File: src/wstfr_pkg.sv
// Shared types and constants for the WebSocket text frame receiver.
// No dependencies; imported by websocket_text_frame_receiver.
package wstfr_pkg;

	typedef enum logic [1:0] {
		EV_BYTE  = 2'd0,
		EV_DONE  = 2'd1,
		EV_CLOSE = 2'd2,
		EV_ERROR = 2'd3
	} event_kind_t;

	localparam logic [3:0] OPC_TEXT  = 4'h1;
	localparam logic [3:0] OPC_CLOSE = 4'h8;
	localparam logic [6:0] LEN_EXT16 = 7'd126;
	localparam logic [6:0] LEN_EXT64 = 7'd127;

	typedef struct packed {
		logic [7:0] rx_byte;
		logic       conn_lost;
	} rx_req_t;

	typedef struct packed {
		event_kind_t event_kind;
		logic [7:0]  out_byte;
		logic [6:0]  frame_length;
		logic        last_byte;
	} ev_req_t;

endpackage

File: src/websocket_text_frame_receiver.sv
// WebSocket text frame receiver: one received byte in, at most one event out.
// Accepts one byte per cycle; an input register feeds the header/mask/payload
// parser, whose event lands in an output register. A stalled output register
// holds the parser, and the input register then stalls the byte side.
// Depends on wstfr_pkg.
module websocket_text_frame_receiver
	import wstfr_pkg::*;
(
	input  logic    clk,
	input  logic    arst_n,
	input  logic    rx_valid,
	output logic    rx_stall,
	input  rx_req_t rx_req,
	output logic    ev_valid,
	input  logic    ev_stall,
	output ev_req_t ev_req
);

	typedef enum logic [1:0] {
		PH_HDR0 = 2'd0,
		PH_HDR1 = 2'd1,
		PH_MASK = 2'd2,
		PH_DATA = 2'd3
	} phase_t;

	logic        valid_s1;
	rx_req_t     req_s1;
	logic        adv;

	phase_t      phase_q, phase_d;
	logic [3:0]  opcode_q, opcode_d;
	logic        masked_q, masked_d;
	logic [6:0]  len_q, len_d;
	logic [31:0] key_q, key_d;
	logic [6:0]  cnt_q, cnt_d;
	logic        emit;
	ev_req_t     ev_d;

	logic [6:0]  cnt_inc;
	logic [7:0]  key_byte;
	logic [6:0]  hdr_len;

	assign adv      = valid_s1 && (!ev_valid || !ev_stall);
	assign rx_stall = valid_s1 && !adv;

	always_ff @(posedge clk or negedge arst_n) begin
		if (!arst_n) begin
			valid_s1 <= 1'b0;
		end else if (!rx_stall) begin
			valid_s1 <= rx_valid;
		end
	end

	always_ff @(posedge clk) begin
		if (rx_valid && !rx_stall) begin
			req_s1 <= rx_req;
		end
	end

	assign cnt_inc  = cnt_q + 7'd1;
	assign key_byte = key_q[{cnt_q[1:0], 3'b000} +: 8];
	assign hdr_len  = req_s1.rx_byte[6:0];

	always_comb begin
		phase_d  = phase_q;
		opcode_d = opcode_q;
		masked_d = masked_q;
		len_d    = len_q;
		key_d    = key_q;
		cnt_d    = cnt_q;
		emit     = 1'b0;
		ev_d     = '{event_kind: EV_BYTE, out_byte: 8'd0, frame_length: 7'd0,
			last_byte: 1'b0};
		if (req_s1.conn_lost) begin
			phase_d         = PH_HDR0;
			emit            = 1'b1;
			ev_d.event_kind = EV_ERROR;
		end else begin
			unique case (phase_q)
				PH_HDR0: begin
					opcode_d = req_s1.rx_byte[3:0];
					phase_d  = PH_HDR1;
				end
				PH_HDR1: begin
					masked_d = req_s1.rx_byte[7];
					len_d    = hdr_len;
					cnt_d    = 7'd0;
					key_d    = 32'd0;
					phase_d  = PH_HDR0;
					priority if (opcode_q == OPC_CLOSE) begin
						emit            = 1'b1;
						ev_d.event_kind = EV_CLOSE;
					end else if (opcode_q != OPC_TEXT ||
						hdr_len == LEN_EXT16 || hdr_len == LEN_EXT64) begin
						emit            = 1'b1;
						ev_d.event_kind = EV_ERROR;
					end else if (req_s1.rx_byte[7]) begin
						phase_d = PH_MASK;
					end else if (hdr_len == 7'd0) begin
						emit            = 1'b1;
						ev_d.event_kind = EV_DONE;
					end else begin
						phase_d = PH_DATA;
					end
				end
				PH_MASK: begin
					key_d[{cnt_q[1:0], 3'b000} +: 8] = req_s1.rx_byte;
					cnt_d = cnt_inc;
					if (cnt_q[1:0] == 2'd3) begin
						cnt_d = 7'd0;
						if (len_q == 7'd0) begin
							phase_d         = PH_HDR0;
							emit            = 1'b1;
							ev_d.event_kind = EV_DONE;
						end else begin
							phase_d = PH_DATA;
						end
					end
				end
				PH_DATA: begin
					emit            = 1'b1;
					ev_d.event_kind = EV_BYTE;
					ev_d.out_byte   = masked_q ? (req_s1.rx_byte ^ key_byte)
						: req_s1.rx_byte;
					cnt_d = cnt_inc;
					if (cnt_inc >= len_q) begin
						phase_d           = PH_HDR0;
						cnt_d             = 7'd0;
						ev_d.frame_length = len_q;
						ev_d.last_byte    = 1'b1;
					end
				end
			endcase
		end
	end

	always_ff @(posedge clk or negedge arst_n) begin
		if (!arst_n) begin
			phase_q  <= PH_HDR0;
			opcode_q <= 4'd0;
			masked_q <= 1'b0;
			len_q    <= 7'd0;
			key_q    <= 32'd0;
			cnt_q    <= 7'd0;
			ev_valid <= 1'b0;
		end else begin
			if (adv) begin
				phase_q  <= phase_d;
				opcode_q <= opcode_d;
				masked_q <= masked_d;
				len_q    <= len_d;
				key_q    <= key_d;
				cnt_q    <= cnt_d;
				ev_valid <= emit;
			end else if (ev_valid && !ev_stall) begin
				ev_valid <= 1'b0;
			end
		end
	end

	always_ff @(posedge clk) begin
		if (adv && emit) begin
			ev_req <= ev_d;
		end
	end

	a_last_is_byte: assert property (@(posedge clk) disable iff (!arst_n)
		ev_valid && ev_req.last_byte |-> ev_req.event_kind == EV_BYTE &&
		ev_req.frame_length != 7'd0)
		else $error("last_byte on a non-payload event");

	a_ctrl_zero: assert property (@(posedge clk) disable iff (!arst_n)
		ev_valid && ev_req.event_kind != EV_BYTE |->
		ev_req.out_byte == 8'd0 && ev_req.frame_length == 7'd0)
		else $error("control event carries payload fields");

	a_mask_cnt: assert property (@(posedge clk) disable iff (!arst_n)
		phase_q == PH_MASK |-> cnt_q < 7'd4)
		else $error("mask byte count out of range");

	a_data_cnt: assert property (@(posedge clk) disable iff (!arst_n)
		phase_q == PH_DATA |-> cnt_q < len_q)
		else $error("payload count passed frame length");

	a_stall_holds: assert property (@(posedge clk) disable iff (!arst_n)
		ev_valid && ev_stall |=> ev_valid && $stable(phase_q))
		else $error("parser advanced under output stall");

endmodule

File: config.mk
export PLATFORM = sky130hd
export DESIGN_NAME = websocket_text_frame_receiver
export DESIGN_NICKNAME = d
export VERILOG_FILES = /design/src/wstfr_pkg.sv /design/src/websocket_text_frame_receiver.sv
export SDC_FILE = /design/constraint.sdc
export NUM_CORES = 1
export LEC_CHECK = 0
export BUFFER_PORTS_ARGS = -buffer_cell sky130_fd_sc_hd__buf_2
export CELL_PAD_IN_SITES_DETAIL_PLACEMENT = 1
export CELL_PAD_IN_SITES_GLOBAL_PLACEMENT = 2
export CORE_MARGIN = 1.5
export CORE_UTILIZATION = 40
export DETAILED_ROUTE_END_ITERATION = 6
export GPL_TIMING_DRIVEN = 0
export PLACE_DENSITY = 0.87
export SETUP_SLACK_MARGIN = 0.15
export SLEW_MARGIN = 5
export SYNTH_ARGS = -nofsm -noshare
export SYNTH_HDL_FRONTEND = slang
export SYNTH_SLANG_ARGS = --single-unit
File: constraint.sdc
create_clock -name clk -period 3.37 [get_ports clk]
set_input_delay 0.5055 -clock clk [delete_from_list [all_inputs] [get_ports clk]]
set_output_delay 0.5055 -clock clk [all_outputs]
set_load 0.005 [all_outputs]
==> results of run 1 <==
-- worst paths after layout --
check	from	endpoint	slack, ps
min reg2reg	key_q[11]	key_q[11]	490
max reg2reg	cnt_q[1]	ev_req[1]	370
max	cnt_q[1]	ev_req[1]	370
min	arst_n	ev_valid	200
min in group clk	rx_req[1]	hdr_len[0]	330
max in group asynchronous	arst_n	len_q[0]	2670
-- state kept, by name, summed over array words and instances, names as in the netlist --
name,count
ev_req,18
valid_s1,1
opcode_q,4
req_s1,2
len_q,7
ev_valid,1
hdr_len,7
phase_q,2
key_q,32
cnt_q,7
masked_q,1
-- cell usage in the layout (no fill, tap or decap), types with 5 or more instances in the layout --
master,synthesis,routed
nor2_1,15,15
edfxtp_1,27,27
nor3_1,7,7
clkbuf_8,0,9
mux2_2,12,12
o21ai_0,30,30
nand2b_1,5,5
inv_1,17,17
buf_2,4,35
a22o_1,16,16
a21oi_1,7,5
nand2_1,62,62
nand3_1,8,8
ha_1,17,17
clkbuf_1,9,10
xor2_1,10,10
mux4_2,8,8
dfrtp_1,55,55
-- where the power goes --
group	total [uW]	switching, uW	internal [uW]	leakage [uW]
clock network	661	384	277	0.0000810
registers	1270	86.4	1190	0.000995
logic	675	403	272	0.000771
-- cells in the mapped netlist (3+ instances only) --
cell type	n	share of area (%)
nor4_1	3	0.47
a22o_1	16	3.5
nand2b_1	5	0.78
mux4_2	8	4.5
ha_1	17	5.3
nor2_1	15	1.4
clkbuf_1	9	0.84
buf_2	4	0.50
nand2_1	62	5.8
edfxtp_1	27	20
dfrtp_1	55	34
mux2_2	12	3.4
inv_1	17	1.6
nand3_1	8	1.0
o21ai_0	30	3.7
a21oi_1	7	0.87
xor2_1	10	2.2
buf_1	3	0.28
nor3_1	7	0.87
-- cell families after synthesis --
family | count (synthesis) | share of synthesized area [%]
multiplexers | 22 | 8.34
AND/OR/NAND/NOR | 117 | 14.4
flip-flops | 82 | 54.4
buffers and inverters | 35 | 3.67
adder cells (fa/ha/maj) | 17 | 5.29
XOR/XNOR | 12 | 2.61
AO/OA/AOI/OAI | 66 | 11.3
-- layer usage --
metal / up-vias / GRT usage [%] / part of all wire, %
met5: - / 0 / 0
met4: 0 / 6.55 / 1.4
met3: 10 / 2.42 / 2.9
met2: 54 / 32.1 / 48
met1: 1395 / 26.7 / 48
li1: 1341 / - / -
-- stage by stage --
| step | hold WS, ps | cells | instance area (um^2) | TNS (ps) |
|---|---|---|---|---|
| after global routing | 248 | 533 | 4560 | 0 |
| after global placement | 457 | 516 | 4350 | -750 |
| final | 197 | 533 | 4560 | 0 |
| after floorplan | 210 | 351 | 4020 | 0 |
| after CTS | 311 | 533 | 4550 | 0 |
| after detailed placement | 469 | 517 | 4370 | 0 |
-- layout make-up --
class	count	share of cell area, %
Buffer	18	1.84
Clock buffer	10	2.80
Clock inverter	6	1.13
Inverter	17	1.40
Multi-Input combinational cell	234	37.3
Sequential cell	82	48.0
Tap cell	133	3.65
Timing Repair Buffer	33	3.90
-- timing repair --
item	in CTS	in global routing
gates resized for setup	1	1
gates cloned	0	0
endpoints found under the setup margin	1	6
==> impl_metrics.env, run 1 <==
export IMPL_slew_violations=0
export IMPL_cts_sinks=82
export IMPL_synth_nets=381
export IMPL_drcViolationCount=0
export IMPL_wl_per_cell_um=17.1
export IMPL_fmax_mhz=333
export IMPL_num_fill_cells=1059
export IMPL_crit_buf_inv=2
export IMPL_avgSynthCellArea_um2=11.5
export IMPL_maxCapViolCount=0
export IMPL_setup_viol=0
export IMPL_preCtsSetupSlack_ps=169
export IMPL_yosysWarnings=0
export IMPL_worstPathRequired_ps=3470
export IMPL_via_count=2800
export IMPL_arrival_ps=3100
export IMPL_cts_setup_buffers=0
export IMPL_synth_edf_count=27
export IMPL_synth_seq_cells=82
export IMPL_start_util_pct=41.1
export IMPL_synthArstFlopShare_pct=67.1
export IMPL_worst_path_stages=9
export IMPL_syn_inst=351
export IMPL_nets=425
export IMPL_rsz0062_at_grt="yes"
export IMPL_skew_ps=10.4
export IMPL_worst_slack_ps=368
export IMPL_areaGrowthSynthToFinish_pct=13.3
export IMPL_post_route_period_util_pct=89.1
export IMPL_final_util_pct=46.6
export IMPL_core_area_um2=9770
export IMPL_cpLargestDelayFamily="compound AO/OA/AOI/OAI gates"
export IMPL_critPathSlowestCell="clkbuf_1"
export IMPL_clkLatencyLatePin_ps=350
export IMPL_clk_path_buf_depth=2
export IMPL_cts_tree="built"
export IMPL_gp_congestion=0.812
export IMPL_grtUsageTotal_pct=19.4
export IMPL_register_area_um2=2190
export IMPL_dieArea_um2=10700
export IMPL_wl_um=9130
export IMPL_multi_input_area_um2=1700
export IMPL_die_w_um=103
export IMPL_vias_per_cell=5.25
export IMPL_p_per_area_nw_per_um2=573
export IMPL_slowest_delay_ps=460
export IMPL_dp_hpwl_um=6850
export IMPL_synth_yosys_seq_area_share_pct=54.4
export IMPL_rows=36
export IMPL_end_kind="register"
export IMPL_ios=33
export IMPL_clkTransAtPathRegs_ps=90
export IMPL_worst_pin_slew_ps=745
export IMPL_syn_area_um2=4020
export IMPL_cp_common_cell="ha_1"
export IMPL_io_buffers=32
export IMPL_hold_viol=0
export IMPL_cts_root_buffer="clkbuf_8"
export IMPL_antenna_found_initial=0
export IMPL_crit_chain="clkbuf_1, inv_1, ha_1, ha_1, a21oi_1, o21ai_0, a21oi_2, nor2_1, and2_1"
export IMPL_drt_iter0_drc=158
export IMPL_fin_crit_ps=3000
export IMPL_status="complete, no violations"
export IMPL_ant_nets=0
export IMPL_drt_pass1_iter_count=4
export IMPL_fin_total_pwr_uw=2610
export IMPL_ys_types=47
export IMPL_htreeDepth=3
export IMPL_cts_hold_buf=0
export IMPL_cp_start_kind="register"
export IMPL_drive_gt1_share_pct=21.3
export IMPL_grt_pass1_vias=2966
export IMPL_antenna_cells=0
export IMPL_reg2regPathDepth=9
export IMPL_die_height_um=103
export IMPL_path_class="register to register"
export IMPL_cts_buffers=9
export IMPL_path_max_fanout=10
export IMPL_ys_flop_type="dfrtp_1"
export IMPL_holdCritPathClass="input pin to asynchronous set/reset pin"
export IMPL_grt_max_degree=56
export IMPL_leakage_uw=0.00185
export IMPL_slew_limit_headroom_pct=49.9
export IMPL_overflow=0
export IMPL_ir_drop_mv=0.217
export IMPL_grt_pass1_wl_um=15500
No activity file was read; power rests on OpenSTA's default activity.
==> run 2: changes to the inputs <==
Settings changed: CORE_UTILIZATION 40 to 25, PLACE_DENSITY 0.87 to 0.62, REMOVE_ABC_BUFFERS from default to 1.
==> run 2 against run 1 <==
Non-clock buffer count down 14. Setup slack better by 37 ps. Clock power up 54%. Sequential cell count unchanged. Design area up 4.0%. Clock skew up 4.1 ps. Count of clock-buffer cells in the layout unchanged. Highest routed layer unchanged. Largest cell class unchanged. First-iteration DRC count down 41%.
==> impl_metrics.env, run 2 (synthesized netlist as in run 1, its figures left out) <==
export IMPL_regToRegSetupSlack_ps=400
export IMPL_share_comb_of_total_power_pct=20.8
export IMPL_skew_ps=14.4
export IMPL_grt_max_degree=56
export IMPL_placedCellCount=582
export IMPL_core_area_um2=15800
export IMPL_largest_reg_flops=32
export IMPL_clkLatencyLatePin_ps=350
export IMPL_ios=33
export IMPL_fmax_mhz=337
export IMPL_fin_total_pwr_uw=2980
export IMPL_grtUsageMet3_pct=2.09
export IMPL_register_area_um2=2190
export IMPL_grtUsageTotal_pct=12.7
export IMPL_worst_pin_slew_ps=967
export IMPL_p_clk_share_pct=34.1
export IMPL_post_route_period_util_pct=88.0
export IMPL_maxCapViolCount=0
export IMPL_largest_register="key_q"
export IMPL_final_cells=602
export IMPL_overflow=0
export IMPL_cts_sinks=82
export IMPL_cts_root_buffer="clkbuf_16"
export IMPL_startpoint="cnt_q[0]"
export IMPL_leakage_uw=0.00188
export IMPL_ir_drop_mv=0.222
export IMPL_htreeDepth=3
export IMPL_largest_registers="key_q: 32 flops, ev_req: 18 flops"
export IMPL_worstPathRequired_ps=3470
export IMPL_rows=46
export IMPL_grt_met2_usage_pct=20.6
export IMPL_placed_cell_area_um2=4390
export IMPL_postLayoutCellArea_um2=4740
export IMPL_num_fill_cells=1767
export IMPL_final_cell_mix="nand2_1 (62), dfrtp_1 (53), buf_2 (31)"
export IMPL_areaGrowthSynthToFinish_pct=17.8
export IMPL_multi_input_area_um2=1700
export IMPL_internal_power_uw=2050
export IMPL_r2r_end="ev_req[1]"
export IMPL_io_buffers=32
export IMPL_wl_per_cell_um=16.6
export IMPL_grt_pass1_wl_um=15800
export IMPL_clk_path_buf_depth=2
export IMPL_wl_um=10000
export IMPL_drcViolationCount=0
export IMPL_power_switching_uw=924
export IMPL_slew_violations=0
export IMPL_rsz0062_at_grt="no"
export IMPL_die_height_um=130
export IMPL_cts_tree="built"
export IMPL_use_met1_pct=16.7
export IMPL_vias_per_cell=4.53
export IMPL_dieArea_um2=16900
export IMPL_path_max_fanout=18
export IMPL_drive_gt1_share_pct=22.3
export IMPL_worstReg2RegStart="cnt_q[0]"
export IMPL_fin_crit_ps=2970
export IMPL_busiest_layer="met2"
export IMPL_arrival_ps=3070
export IMPL_path_class="register to register"
export IMPL_slew_limit_headroom_pct=35.0
export IMPL_clkTransAtPathRegs_ps=70
export IMPL_final_common_cell="nand2_1"
export IMPL_antenna_cells=0
export IMPL_start_util_pct=25.5
export IMPL_nets=411
export IMPL_cp_start_kind="register"
export IMPL_grt_pass1_vias=2834
export IMPL_ant_nets=0
export IMPL_die_w_um=130
export IMPL_worstSetupEndpoint="ev_req[1]"
export IMPL_p_per_area_nw_per_um2=628
export IMPL_reg2regPathDepth=11
export IMPL_drt_pass1_iter_count=4
export IMPL_gp_congestion=0.716
export IMPL_end_kind="register"
export IMPL_switching_share_pct=31.0
export IMPL_drt_iter0_drc=93
export IMPL_via_count=2726
export IMPL_status="complete, no violations"
export IMPL_hold_viol=0
export IMPL_antenna_found_initial=0
export IMPL_hold_ws_ps=205
export IMPL_seq_power_share_pct=45.1
export IMPL_setup_viol=0
export IMPL_holdCritPathClass="input pin to asynchronous set/reset pin"
export IMPL_cts_buffers=9
export IMPL_dp_hpwl_um=6970
[run 2: timing repair]
action | CTS | global route
pin swaps | 0 | 1
resized for setup | 5 | 1
endpoints found under the hold margin | 0 | 0
hold buffers | 0 | 0
setup endpoints to repair | 17 | 16
setup buffers | 0 | 4
[run 2: cell type report]
type / instances / share of cell area (%)
sequential: 82 / 46.3
multi-input combinational: 234 / 35.8
clock buffer: 10 / 5.04
clock inverter: 6 / 1.40
inverter: 17 / 1.35
timing repair buffer: 37 / 4.38
tap: 216 / 5.71
[run 2: how the worst min path moves through the flow]
| stage | endpoint | from | cells past startpoint |
|---|---|---|---|
| global placement | key_q[8] | key_q[8] | 2 |
| finish | key_q[12] | arst_n | 1 |
| floorplan | cnt_q[0] | arst_n | 0 |
| detailed placement | key_q[28] | key_q[28] | 2 |
| CTS | hdr_len[5] | rx_req[6] | 1 |
| global route | key_q[12] | arst_n | 1 |
[run 2: metal layers]
metal,wire length (um),vias to the layer above
met3,227,11
li1,-,1313
met5,0,-
met4,203,0
met1,4840,1365
met2,4730,37
[run 2: through the flow]
stage               TNS, ps  utilization (%)  setup slack [ps]
floorplan                 0                -               324
global route              0             30.0               160
finish                    0             30.0               405
CTS                       0             29.8               185
global placement     -15490             27.7              -566
detailed placement    -6740             27.8              -528
[run 2: power groups by stage]
stage	logic, uW	clock network [uW]	registers [uW]
floorplan	399	0	1320
global placement	574	0	1360
detailed placement	598	0	1360
CTS	609	1040	1350
global route	697	1080	1370
finish	618	1020	1340
[run 2: worst max-delay path, cell delays in order (launching register included)]
cell	delay (ps)
dfrtp_4	640
ha_1	290
nand3_1	210
nor2_1	180
xor2_1	220
ha_1	290
a41oi_1	200
o21ai_1	140
a21oi_2	160
buf_4	160
nor2_1	50
and2_1	180
